===== src/sv/wsfd_pkg.sv =====
// Shared types and constants for the WebSocket frame deframer.
package wsfd_pkg;

  typedef enum logic [4:0] {
    PH_HDR0 = 5'b00001,
    PH_HDR1 = 5'b00010,
    PH_EXT  = 5'b00100,
    PH_KEY  = 5'b01000,
    PH_DATA = 5'b10000
  } phase_e;

  typedef enum logic [2:0] {
    ST_OK       = 3'd0,
    ST_RSV      = 3'd1,
    ST_MASK     = 3'd2,
    ST_FRAG     = 3'd3,
    ST_OPCODE   = 3'd4,
    ST_CONTROL  = 3'd5,
    ST_TOO_LONG = 3'd6
  } status_e;

  localparam logic [1:0] REG_MASK_REQUIRED = 2'd0;
  localparam logic [1:0] REG_REJECT_FRAG   = 2'd1;
  localparam logic [1:0] REG_CAPACITY      = 2'd2;

  localparam logic [3:0] OP_CONT   = 4'h0;
  localparam logic [3:0] OP_TEXT   = 4'h1;
  localparam logic [3:0] OP_BINARY = 4'h2;
  localparam logic [3:0] OP_CLOSE  = 4'h8;
  localparam logic [3:0] OP_PING   = 4'h9;
  localparam logic [3:0] OP_PONG   = 4'hA;

  localparam logic [6:0] LEN_EXT16 = 7'd126;
  localparam logic [6:0] LEN_EXT64 = 7'd127;
  localparam logic [63:0] CTRL_MAX_LEN = 64'd125;

  // One result beat as it travels through the queue.
  typedef struct packed {
    logic        kind;
    logic [7:0]  data;
    logic        fin;
    logic [3:0]  opcode;
    logic        masked;
    logic [63:0] length;
    logic [2:0]  status;
    logic        last;
  } result_t;

  typedef struct packed {
    logic mask_required;
    logic reject_fragments;
    logic [31:0] capacity;
  } cfg_t;

endpackage


===== src/sv/wsfd_parser.sv =====
// Front end: parse, validate, unmask; one byte per cycle while res_ready_i.
module wsfd_parser (
  input  logic             clk_i,
  input  logic             rst_ni,
  input  logic             in_valid_i,
  output logic             in_ready_o,
  input  logic [7:0]       rx_byte_i,
  input  wsfd_pkg::cfg_t   cfg_i,
  output logic             res_valid_o,
  output wsfd_pkg::result_t res_o,
  input  logic             res_ready_i
);
  import wsfd_pkg::*;

  phase_e      phase_q, phase_d;
  logic [7:0]  hdr0_q, hdr0_d;
  logic        mask_q, mask_d;
  logic [3:0]  cnt_q, cnt_d;
  logic [63:0] len_q, len_d;
  logic [31:0] key_q, key_d;
  logic [63:0] rem_q, rem_d;
  logic        drop_q, drop_d;
  logic [1:0]  koff_q, koff_d;

  logic        fire;
  logic [2:0]  status;
  logic        fin;
  logic [3:0]  op;
  logic        finish;
  logic        emit;
  logic [63:0] rem_dec;
  logic [7:0]  key_byte;

  assign in_ready_o = res_ready_i;
  assign fire       = in_valid_i && res_ready_i;
  assign fin        = hdr0_q[7];
  assign op         = hdr0_q[3:0];

  // Header checks on the length as it will be once this byte is taken in.
  function automatic logic [2:0] check(input logic [7:0] h, input logic m,
                                       input logic [63:0] l, input cfg_t c);
    logic       f;
    logic [3:0] o;
    logic [2:0] s;
    f = h[7];
    o = h[3:0];
    if (h[6:4] != 3'd0) s = ST_RSV;
    else if (c.mask_required != m) s = ST_MASK;
    else if (c.reject_fragments && (!f || o == OP_CONT)) s = ST_FRAG;
    else if (!(o == OP_TEXT || o == OP_BINARY || o == OP_CLOSE ||
               o == OP_PING || o == OP_PONG)) s = ST_OPCODE;
    else if (o[3] && (!f || l > CTRL_MAX_LEN || (o == OP_CLOSE && l == 64'd1)))
      s = ST_CONTROL;
    else if (l > {32'd0, c.capacity}) s = ST_TOO_LONG;
    else s = ST_OK;
    return s;
  endfunction

  assign rem_dec  = (rem_q != 64'd0) ? rem_q - 64'd1 : 64'd0;
  assign key_byte = key_q[8*(3-koff_q) +: 8];

  always_comb begin
    phase_d = phase_q; hdr0_d = hdr0_q; mask_d = mask_q; cnt_d = cnt_q;
    len_d = len_q; key_d = key_q; rem_d = rem_q; drop_d = drop_q; koff_d = koff_q;
    finish = 1'b0;
    emit   = 1'b0;
    res_o  = '0;
    if (fire) begin
      unique case (phase_q)
        PH_HDR0: begin
          hdr0_d = rx_byte_i; mask_d = 1'b0; len_d = '0; key_d = '0;
          cnt_d = '0; phase_d = PH_HDR1;
        end
        PH_HDR1: begin
          mask_d = rx_byte_i[7];
          cnt_d  = '0;
          if (rx_byte_i[6:0] == LEN_EXT16 || rx_byte_i[6:0] == LEN_EXT64) begin
            len_d   = '0;
            cnt_d   = (rx_byte_i[6:0] == LEN_EXT16) ? 4'd2 : 4'd8;
            phase_d = PH_EXT;
          end else begin
            len_d = {57'd0, rx_byte_i[6:0]};
            if (rx_byte_i[7]) phase_d = PH_KEY;
            else finish = 1'b1;
          end
        end
        PH_EXT: begin
          len_d = {len_q[55:0], rx_byte_i};
          cnt_d = cnt_q - 4'd1;
          if (cnt_q == 4'd1) begin
            cnt_d = '0;
            if (mask_q) phase_d = PH_KEY;
            else finish = 1'b1;
          end
        end
        PH_KEY: begin
          key_d = {key_q[23:0], rx_byte_i};
          cnt_d = cnt_q + 4'd1;
          if (cnt_q == 4'd3) finish = 1'b1;
        end
        PH_DATA: begin
          koff_d = koff_q + 2'd1;
          rem_d  = rem_dec;
          if (rem_dec == 64'd0) phase_d = PH_HDR0;
          emit = !drop_q;
          res_o.kind = 1'b1;
          res_o.data = rx_byte_i ^ key_byte;
          res_o.fin = fin; res_o.opcode = op; res_o.masked = mask_q;
          res_o.length = len_q;
          res_o.status = ST_OK;
          res_o.last = (rem_dec == 64'd0);
        end
        default: phase_d = PH_HDR0;
      endcase
      if (finish) begin
        status = check(hdr0_q, mask_d, len_d, cfg_i);
        emit   = 1'b1;
        res_o.kind = 1'b0; res_o.data = '0;
        res_o.fin = fin; res_o.opcode = op; res_o.masked = mask_d;
        res_o.length = len_d; res_o.status = status;
        res_o.last = (status != ST_OK) || (len_d == 64'd0);
        koff_d = '0; cnt_d = '0;
        if (len_d == 64'd0) phase_d = PH_HDR0;
        else begin
          phase_d = PH_DATA; rem_d = len_d; drop_d = (status != ST_OK);
        end
      end else begin
        status = ST_OK;
      end
    end else begin
      status = ST_OK;
    end
  end

  assign res_valid_o = emit;

  always_ff @(posedge clk_i or negedge rst_ni) begin
    if (!rst_ni) begin
      phase_q <= PH_HDR0; hdr0_q <= '0; mask_q <= 1'b0; cnt_q <= '0;
      len_q <= '0; key_q <= '0; rem_q <= '0; drop_q <= 1'b0; koff_q <= '0;
    end else begin
      phase_q <= phase_d; hdr0_q <= hdr0_d; mask_q <= mask_d; cnt_q <= cnt_d;
      len_q <= len_d; key_q <= key_d; rem_q <= rem_d; drop_q <= drop_d; koff_q <= koff_d;
    end
  end

endmodule


===== src/sv/wsfd_queue.sv =====
// Back end: two-entry result queue that decouples the parser from the receiver.
module wsfd_queue (
  input  logic              clk_i,
  input  logic              rst_ni,
  input  logic              wr_valid_i,
  input  wsfd_pkg::result_t wr_data_i,
  output logic              wr_ready_o,
  output logic              rd_valid_o,
  output wsfd_pkg::result_t rd_data_o,
  input  logic              rd_ready_i
);
  import wsfd_pkg::*;

  result_t    mem_q [2];
  logic       wptr_q, rptr_q;
  logic [1:0] cnt_q;
  logic       wr, rd;

  assign wr_ready_o = (cnt_q != 2'd2);
  assign rd_valid_o = (cnt_q != 2'd0);
  assign rd_data_o  = mem_q[rptr_q];
  assign wr = wr_valid_i && wr_ready_o;
  assign rd = rd_valid_o && rd_ready_i;

  always_ff @(posedge clk_i) begin
    if (wr) mem_q[wptr_q] <= wr_data_i;
  end

  always_ff @(posedge clk_i or negedge rst_ni) begin
    if (!rst_ni) begin
      wptr_q <= 1'b0; rptr_q <= 1'b0; cnt_q <= '0;
    end else begin
      if (wr) wptr_q <= ~wptr_q;
      if (rd) rptr_q <= ~rptr_q;
      cnt_q <= cnt_q + {1'b0, wr} - {1'b0, rd};
    end
  end

endmodule


===== src/sv/websocket_frame_deframer_unit.sv =====
// Top level of the WebSocket frame deframer: config registers, parser, result queue.
// Usage:
//   Input channel (in_valid_i/in_ready_o/rx_byte_i) takes one byte of the
//   received frame stream per beat. Output channel (out_valid_o/out_ready_i)
//   delivers header summaries (result_kind 0) and unmasked payload bytes
//   (result_kind 1); rejected or oversized payloads are drained silently.
//   Throughput: one byte per cycle while the receiver keeps up. Each result,
//   whether for the byte that completes a header or for a payload byte, is
//   registered in a two-entry result queue before it reaches the output.
//   in_ready_o is high whenever the queue has room, so the parser stalls only
//   when the receiver holds out_ready_i low long enough to fill the queue.
//   The APB port holds mask_required (0x0), reject_fragments (0x4) and
//   payload_capacity (0x8); write it only while idle. Reads return values.
//   Reset: parser waits for a first header byte, queue empties, registers
//   return to masked required, fragments rejected, capacity 4096.
module websocket_frame_deframer_unit (
  input  logic        clk_i,
  input  logic        rst_ni,
  input  logic        psel,
  input  logic        penable,
  input  logic        pwrite,
  input  logic [3:0]  paddr,
  input  logic [31:0] pwdata,
  output logic [31:0] prdata,
  output logic        pready,
  input  logic        in_valid_i,
  output logic        in_ready_o,
  input  logic [7:0]  rx_byte_i,
  output logic        out_valid_o,
  input  logic        out_ready_i,
  output logic        result_kind_o,
  output logic [7:0]  payload_byte_o,
  output logic        fin_flag_o,
  output logic [3:0]  frame_opcode_o,
  output logic        masked_flag_o,
  output logic [63:0] payload_length_o,
  output logic [2:0]  frame_status_o,
  output logic        frame_last_o
);
  import wsfd_pkg::*;

  cfg_t    cfg_q;
  logic    res_valid, q_ready;
  result_t res, out;
  logic    wr_en;

  assign pready = 1'b1;
  assign wr_en  = psel && penable && pwrite;

  // Register file; addresses beyond the list are ignored.
  always_ff @(posedge clk_i or negedge rst_ni) begin
    if (!rst_ni) begin
      cfg_q.mask_required    <= 1'b1;
      cfg_q.reject_fragments <= 1'b1;
      cfg_q.capacity         <= 32'd4096;
    end else if (wr_en && paddr[1:0] == 2'd0) begin
      unique case (paddr[3:2])
        REG_MASK_REQUIRED: cfg_q.mask_required    <= pwdata[0];
        REG_REJECT_FRAG:   cfg_q.reject_fragments <= pwdata[0];
        REG_CAPACITY:      cfg_q.capacity         <= pwdata;
        default: ;
      endcase
    end
  end

  always_comb begin
    unique case (paddr[3:2])
      REG_MASK_REQUIRED: prdata = {31'd0, cfg_q.mask_required};
      REG_REJECT_FRAG:   prdata = {31'd0, cfg_q.reject_fragments};
      REG_CAPACITY:      prdata = cfg_q.capacity;
      default:           prdata = '0;
    endcase
  end

  wsfd_parser u_parser (
    .clk_i, .rst_ni, .in_valid_i, .in_ready_o, .rx_byte_i,
    .cfg_i(cfg_q), .res_valid_o(res_valid), .res_o(res), .res_ready_i(q_ready)
  );

  wsfd_queue u_queue (
    .clk_i, .rst_ni, .wr_valid_i(res_valid), .wr_data_i(res), .wr_ready_o(q_ready),
    .rd_valid_o(out_valid_o), .rd_data_o(out), .rd_ready_i(out_ready_i)
  );

  assign result_kind_o    = out.kind;
  assign payload_byte_o   = out.data;
  assign fin_flag_o       = out.fin;
  assign frame_opcode_o   = out.opcode;
  assign masked_flag_o    = out.masked;
  assign payload_length_o = out.length;
  assign frame_status_o   = out.status;
  assign frame_last_o     = out.last;

endmodule

===== config.mk =====
export PLATFORM = sky130hd
export DESIGN_NAME = websocket_frame_deframer_unit
export DESIGN_NICKNAME = d
export VERILOG_FILES = /design/src/sv/wsfd_pkg.sv /design/src/sv/wsfd_parser.sv /design/src/sv/wsfd_queue.sv /design/src/sv/websocket_frame_deframer_unit.sv
export SDC_FILE = /design/constraint.sdc
export NUM_CORES = 1
export LEC_CHECK = 0
export BUFFER_PORTS_ARGS = -buffer_cell sky130_fd_sc_hd__buf_2
export CAP_MARGIN = 20
export CELL_PAD_IN_SITES_DETAIL_PLACEMENT = 0
export CELL_PAD_IN_SITES_GLOBAL_PLACEMENT = 1
export CORE_MARGIN = 4
export CORE_UTILIZATION = 48
export CTS_CLUSTER_DIAMETER = 80
export DETAILED_ROUTE_END_ITERATION = 12
export GPL_TIMING_DRIVEN = 0
export PLACE_DENSITY_LB_ADDON = 0.1
export SYNTH_ARGS = -nofsm -noshare
export SYNTH_HDL_FRONTEND = slang
export SYNTH_HIERARCHICAL = 1
export SYNTH_SLANG_ARGS = --single-unit

===== constraint.sdc =====
create_clock -name clk_i -period 9.1 [get_ports clk_i]
set_clock_uncertainty 0.05 [all_clocks]
set_input_delay 2.73 -clock clk_i [delete_from_list [all_inputs] [get_ports clk_i]]
set_output_delay 2.73 -clock clk_i [all_outputs]
set_load 0.01 [all_outputs]

After elaboration in Yosys (flattened, before gate mapping)
Memory sizes are Yosys's and may differ from the RTL's.
Index checks and enable logic that the tools add are counted.
{"block": "op_classes", "n_addsub": 7, "magnitude_cmp": 2, "muxes": 49, "n_reduce_logical": 41, "n_bitwise": 4, "eq_ne": 24, "n_shift": 1}
{"cell": "64-bit 2-to-1 mux", "n": 5}
{"cell": "83-bit 2-to-1 mux", "n": 3}
{"cell": "64-bit case mux with 3 select lines", "n": 1}
{"cell": "64-bit logical NOT", "n": 2}
{"cell": "32-bit case mux with 3 select lines", "n": 1}
{"cell": "64-bit by 1-bit == test with 1-bit output (second input constant)", "n": 1}
{"cell": "64-bit by 32-bit greater-than comparator with 1-bit output", "n": 1}
{"cell": "64-bit by 7-bit greater-than comparator with 1-bit output (second input constant)", "n": 1}
{"cell": "32-bit case mux with 2 select lines", "n": 1}
{"cell": "64-bit nonzero test", "n": 1}
{"cell": "64-bit by 1-bit subtractor with 64-bit output (second input constant)", "n": 1}
{"cell": "5-bit 2-to-1 mux", "n": 7}
{"cell": "32-bit by 33-bit variable part select with 8-bit output", "n": 1}
{"cell": "5-bit case mux with 5 select lines", "n": 1}
{"cell": "3-bit 2-to-1 mux", "n": 8}
{"cell": "4-bit 2-to-1 mux", "n": 4}
{"cell": "4-bit case mux with 4 select lines", "n": 1}
{"cell": "7-bit == test (second input constant)", "n": 2}
{"cell": "2-bit AND reduction", "n": 7}
{"cell": "4-bit == test (second input constant)", "n": 3}
{"cell": "1-bit 2-to-1 mux", "n": 12}
{"cell": "1-bit logical AND", "n": 9}
{"cell": "1-bit logical OR", "n": 9}
{"cell": "3-bit by 1-bit inequality test with 1-bit output (second input constant)", "n": 3}
{"cell": "other kinds (33)", "n": 43}
{"block": "word_totals", "regBits": 219, "mem_count": 1, "ram_bits": 166, "output_inout_bits": 118}
{"name": "u_queue.mem_q", "depth": 2, "word_bits": 83, "rd": 1, "rd_clocked_by_memory_dff": 0, "write_ports": 1, "line_no": "wsfd_queue.sv:14", "rtl": "result_t mem_q [2];"}

Depth between registers and ports, before layout
{"block": "depth", "depth_word": 20, "ltp_mapped": 18}

By module
Netlist, hierarchy kept.
{"module": "wsfd_parser", "seq_area_each_um2": 4530.6, "n_inst": 1, "cells_per_inst": 1537, "area_per_inst_um2": 12507.0}
{"module": "wsfd_queue", "seq_area_each_um2": 5084.9, "n_inst": 1, "cells_per_inst": 280, "area_per_inst_um2": 6212.2}
{"module": "websocket_frame_deframer_unit", "seq_area_each_um2": 854.6, "n_inst": 1, "cells_per_inst": 117, "area_per_inst_um2": 1679.1}

Least setup slack after synthesis
Ideal clock, no wire load.
{"block": "synth_path", "kind": "input -> register", "from": "input rx_byte_i[2]", "to": "memory u_queue/mem_q[0][0] (netlist bit) (enable)", "arrival_ns": 7.568, "path_slack_ns": 0.957, "stages": 10, "t_required_ns": 8.525, "path_buffers": 2, "path_cell_list": "nand4_1 > nor2_1 > nor3_1 > a21o_1 > clkbuf_1 > nand2_1 > clkbuf_1 > o21ai_0 > nand2_1 > nor2_1"}
{"block": "synth_via", "elab_chain_cells": 10, "elab_cells_between_ends": 11, "classes_between": "eq/ne (2); mux (7); reduce/logical (2)"}
{"element": "from (decl)", "line_no": "websocket_frame_deframer_unit.sv:28", "rtl": "input logic [7:0] rx_byte_i,"}
{"element": "7-bit == test", "line_no": "wsfd_parser.sv:77", "rtl": "if (rx_byte_i[6:0] == LEN_EXT16 || rx_byte_i[6:0] == LEN_EXT64) begin"}
{"element": "1-bit logical OR (*)", "line_no": "wsfd_parser.sv:77"}
{"element": "1-bit 2-to-1 mux (*)", "line_no": "wsfd_parser.sv:77"}
{"element": "1-bit case mux with 3 select lines (*)", "line_no": "wsfd_parser.sv:69", "rtl": "unique case (phase_q)"}
{"element": "1-bit 2-to-1 mux (*)", "line_no": "wsfd_parser.sv:68", "rtl": "if (fire) begin"}
{"element": "1-bit 2-to-1 mux (*)", "line_no": "wsfd_parser.sv:115", "rtl": "if (finish) begin"}
{"element": "1-bit 2-to-1 mux (*)", "line_no": "wsfd_parser.sv:68"}
{"element": "named net res_valid", "line_no": "websocket_frame_deframer_unit.sv:43", "rtl": "logic res_valid, q_ready;"}
{"element": "1-bit logical AND (*)", "line_no": "wsfd_queue.sv:22", "rtl": "assign wr = wr_valid_i && wr_ready_o;"}
{"element": "1-bit 2-to-1 mux (*)", "line_no": "wsfd_queue.sv:26", "rtl": "if (wr) mem_q[wptr_q] <= wr_data_i;"}
{"element": "1-bit 2-to-1 mux (implied by the code) (*)", "line_no": "wsfd_queue.sv:26"}
{"element": "to (decl)", "line_no": "wsfd_queue.sv:14"}
Mark *: on every way through the listed nets, which the timed path passes. The rest lies on a longest branch. The select of a mux whose other input is x is not followed.

Worst setup path in the final report
{"block": "layout_path", "from": "input paddr[3]", "to": "output prdata[11]"}
{"block": "layout_via", "elab_chain_cells": 2, "elab_cells_between_ends": 4, "classes_between": "eq/ne (2); mux (1); reduce/logical (1)"}
{"element": "from (decl)", "line_no": "websocket_frame_deframer_unit.sv:22", "rtl": "input logic [3:0] paddr,"}
{"element": "2-bit == test (tied with other cells)", "line_no": "websocket_frame_deframer_unit.sv:67", "rtl": "unique case (paddr[3:2])"}
{"element": "32-bit case mux with 3 select lines (*)", "line_no": "websocket_frame_deframer_unit.sv:67"}
{"element": "to (decl)", "line_no": "websocket_frame_deframer_unit.sv:24", "rtl": "output logic [31:0] prdata,"}
Every way passes the cells marked *; elsewhere a longest branch is shown, timed or not.

==> run summary <==
========================================================================================
Wire length of the first global-routing pass                                      103 mm
Power per cell area                                                          244 nW/um^2
Portion of the clock cycle consumed by the worst path in the final layout          72.6%
Total I/O pin count                                                                  169
Data arrival time at the worst-slack endpoint                                    3820 ps
Vias per Instance                                                                   6.19
Setup Slack @ Placement                                                          2430 ps
Critical path required time                                                      6320 ps
Overflow after GRT                                                                     0
Initial antenna violation count                                                        2
DR vias                                                                           16,900
Post-route antenna net violation count                                                 0
Synth Register Bits                                                                  385
Die Outline Area                                                            45,900 sq um
Maximum capacitance violations                                                         0
Relative slew margins                                                              29.9%
P&R area growth vs syn                                                             15.2%
Total power draw                                                               0.00574 W
Number of nets produced by synthesis                                               2,022
Total setup violations reported at the end of the flow                                 0
Cells after synthesis                                                              1,934
1st-pass router iterations                                                             6
Final-stage net count                                                              2,241
Number of global-route vias before repair                                         16,300
Sinks on the clock net                                                               385
Met1 Use GR                                                                        42.7%
Proportion of synthesized chip area in sequential cells                            51.3%
Worst Hold Class                                                            flip-flop to flip-flop
Post-layout minimum cycle time                                                   6600 ps
Die height                                                                        214 um
H-tree depth reported by CTS                                                           2
Slew of the pin with the lowest slew margin                                      1050 ps
Number of pins with negative max-slew slack in the final report                        0
Site row count                                                                        75
Run status                                                                  finished clean
Fraction of final layout cells sized beyond drive strength 1                       20.6%
Post-route DRC                                                                         0
Iteration-0 DRC Markers                                                            1,852
Critical setup path kind                                                    input port to output pin
Worst VDD drop                                                                  0.134 mV
Clk Latency, worst-skew pair                                                      580 ps
Maximum clock frequency                                                        0.151 GHz
Effective utilization at floorplan                                                 48.6%
Die span in x                                                                     214 um
ANT cells                                                                              0
Final weighted congestion in routability-driven placement                          0.975
Post-synthesis async set-or-reset flop share                                       56.9%
Number of resized instances in the post-cts repair step                                0
Number of unique standard cell types used by synthesis                                95
Root Buffer Master                                                             clkbuf_16
Met3 track demand over resource in global routing                                  4.95%
CTS max path bufs                                                                      3
DRT Wirelength                                                                   67.2 mm
Number of flops mapped to enable cells by yosys                                      166
Detailed placer's ending HPWL                                                    50.0 mm
Maximum net fanout on the critical path                                               10
Kind of capture point of the worst setup path                                 output pin
GR met2 Demand/Resource                                                            43.0%
Pin count of the biggest net entering global routing                                 103
Clock slew at the register clock pins of the worst setup and hold paths            60 ps
Leak                                                                             9.82 nW
Cell area after synthesis                                                   20,400 sq um
TritonCTS clock tree                                                                done
Number of buffers added by the clock tree synthesis step                              44
Setup repair after global routing missed its margin                                   no
Final hold violation count                                                             0
Hold bufs inserted after CTS                                                           0
Placeable core region                                                       41,900 sq um
Warnings, synthesis                                                                    6
Count of buffers inserted at the top-level ports                                     167
Post-Syn Area per Cell                                                        10.5 sq um
Most Used Layer, Global Route                                                       met2
Sum of negative setup slack                                                         0 ps
Routed length per instance                                                       24.7 um
GRT Overall Usage                                                                  28.5%
Post-CTS Setup Bufs                                                                    0
Most instantiated flip-flop cell in the synthesis netlist                        dfrtp_1
Least setup slack across all paths after layout                                  2500 ps
Category of the worst setup path launch point                                 input port
========================================================================================
==> report_power, final <==
group          total [W]  internal, W  switching (W)
clock network    0.00178      0.00104       0.000740
logic            0.00165     0.000666       0.000988
registers        0.00231      0.00212       0.000190
total            0.00574      0.00383        0.00192
==> cell usage in the layout, fill, tap and decap left out, drive strengths merged, types with 14 or more instances in the layout <==
cell	synthesis	final
ha	37	37
xnor2	36	36
and2	35	35
a22oi	52	52
nand3	57	57
buf	37	210
a21oi	56	56
edfxtp	166	166
o22ai	19	19
a32o	22	22
dfrtp	215	215
nand4	22	22
or3	15	15
nor4	42	42
mux2	128	128
a22o	59	59
nor3	42	42
nand2	264	264
clkbuf	89	142
nor2	94	94
or4	22	22
xor2	14	14
inv	76	78
clkinv	0	20
o21ai	186	186
==> flip-flops by register name (all words and copies together), names as in the netlist <==
register / flops
cfg_q: 34
u_parser/drop_q: 1
u_queue/rptr_q: 1
u_parser/koff_q: 2
u_parser/len_q: 64
u_parser/phase_q: 5
u_parser/cnt_q: 4
u_parser/mask_q: 1
u_parser/hdr0_q: 8
u_parser/rem_q: 64
u_parser/key_q: 32
u_queue/cnt_q: 2
u_queue/mem_q: 166
u_queue/wptr_q: 1
==> layer usage <==
metal  up-vias  share of wire, %
met1      8335                44
li1       7593                 -
met2       849                44
met4         2               2.7
met3       111               8.8
met5         -             0.016
==> metrics by stage <==
stage          instances  hold slack (ps)  instance area, sq um  utilization (%)
6_report            2727              446                 23500             56.0
5_1_grt             2727              452                 23500             56.0
4_1_cts             2727              443                 23500             56.0
3_5_place_dp        2646              429                 22100             52.6
3_3_place_gp        2640              413                 21900             52.2
2_1_floorplan       1934              405                 20400                -
==> synthesized netlist by cell type (all sizes together), types with 22 or more instances <==
| library cell | n | area share (%) |
|---|---|---|
| nand3 | 57 | 1.5 |
| clkbuf | 89 | 1.6 |
| edfxtp | 166 | 24 |
| nor3 | 42 | 1.1 |
| o21ai | 186 | 4.6 |
| buf | 37 | 1.2 |
| and2 | 35 | 1.1 |
| a21oi | 56 | 1.4 |
| nand4 | 22 | 0.67 |
| dfrtp | 215 | 26 |
| mux2 | 128 | 7.6 |
| a22o | 59 | 2.5 |
| xnor2 | 36 | 1.5 |
| ha | 37 | 2.3 |
| nor4 | 42 | 1.7 |
| nor2 | 94 | 1.7 |
| or4 | 22 | 0.83 |
| nand2 | 264 | 4.9 |
| a22oi | 52 | 1.9 |
| inv | 76 | 1.4 |
| a32o | 22 | 1.1 |
==> path summary, 6_finish.rpt <==
path	depth (start not counted)	slack, ps	to	start
min in group asynchronous	1	1960	cfg_q[8]	rst_ni
max in group asynchronous	3	5770	u_parser/rem_q[62]	rst_ni
min reg2reg	2	450	u_parser/key_q[26]	u_parser/key_q[26]
max reg2reg	17	3010	u_queue/mem_q[1][0]	u_parser/phase_q[4]
min	2	450	u_parser/key_q[26]	u_parser/key_q[26]
max	5	2500	prdata[11]	paddr[3]
==> area by class of cell <==
type / count / area (sq um)
Multi-Input combinational cell: 1347 / 9080
Tap cell: 539 / 674
Buffer: 126 / 576
Fill cell: 3671 / 18400
Inverter: 76 / 285
Clock buffer: 53 / 1130
Sequential cell: 385 / 10500
Timing Repair Buffer: 173 / 996
Clock inverter: 28 / 294
==> critical path, stage by stage <==
cell and delay (ps):
buf_2 110, nor2b_4 250, clkbuf_1 370, and2_1 220, buf_2 140
==> kinds of logic after synthesis <==
| group | count (synthesis) | synth area share [%] |
|---|---|---|
| flip-flops | 385 | 51.3 |
| AO/OA/AOI/OAI | 466 | 15.1 |
| AND/OR/NAND/NOR | 654 | 16.2 |
| adder cells (fa/ha/maj) | 37 | 2.27 |
| other | 1 | 0.0184 |
| multiplexers | 139 | 8.65 |
| buffers and inverters | 202 | 4.22 |
| XOR/XNOR | 50 | 2.15 |
(Power assumes the default switching activity.)
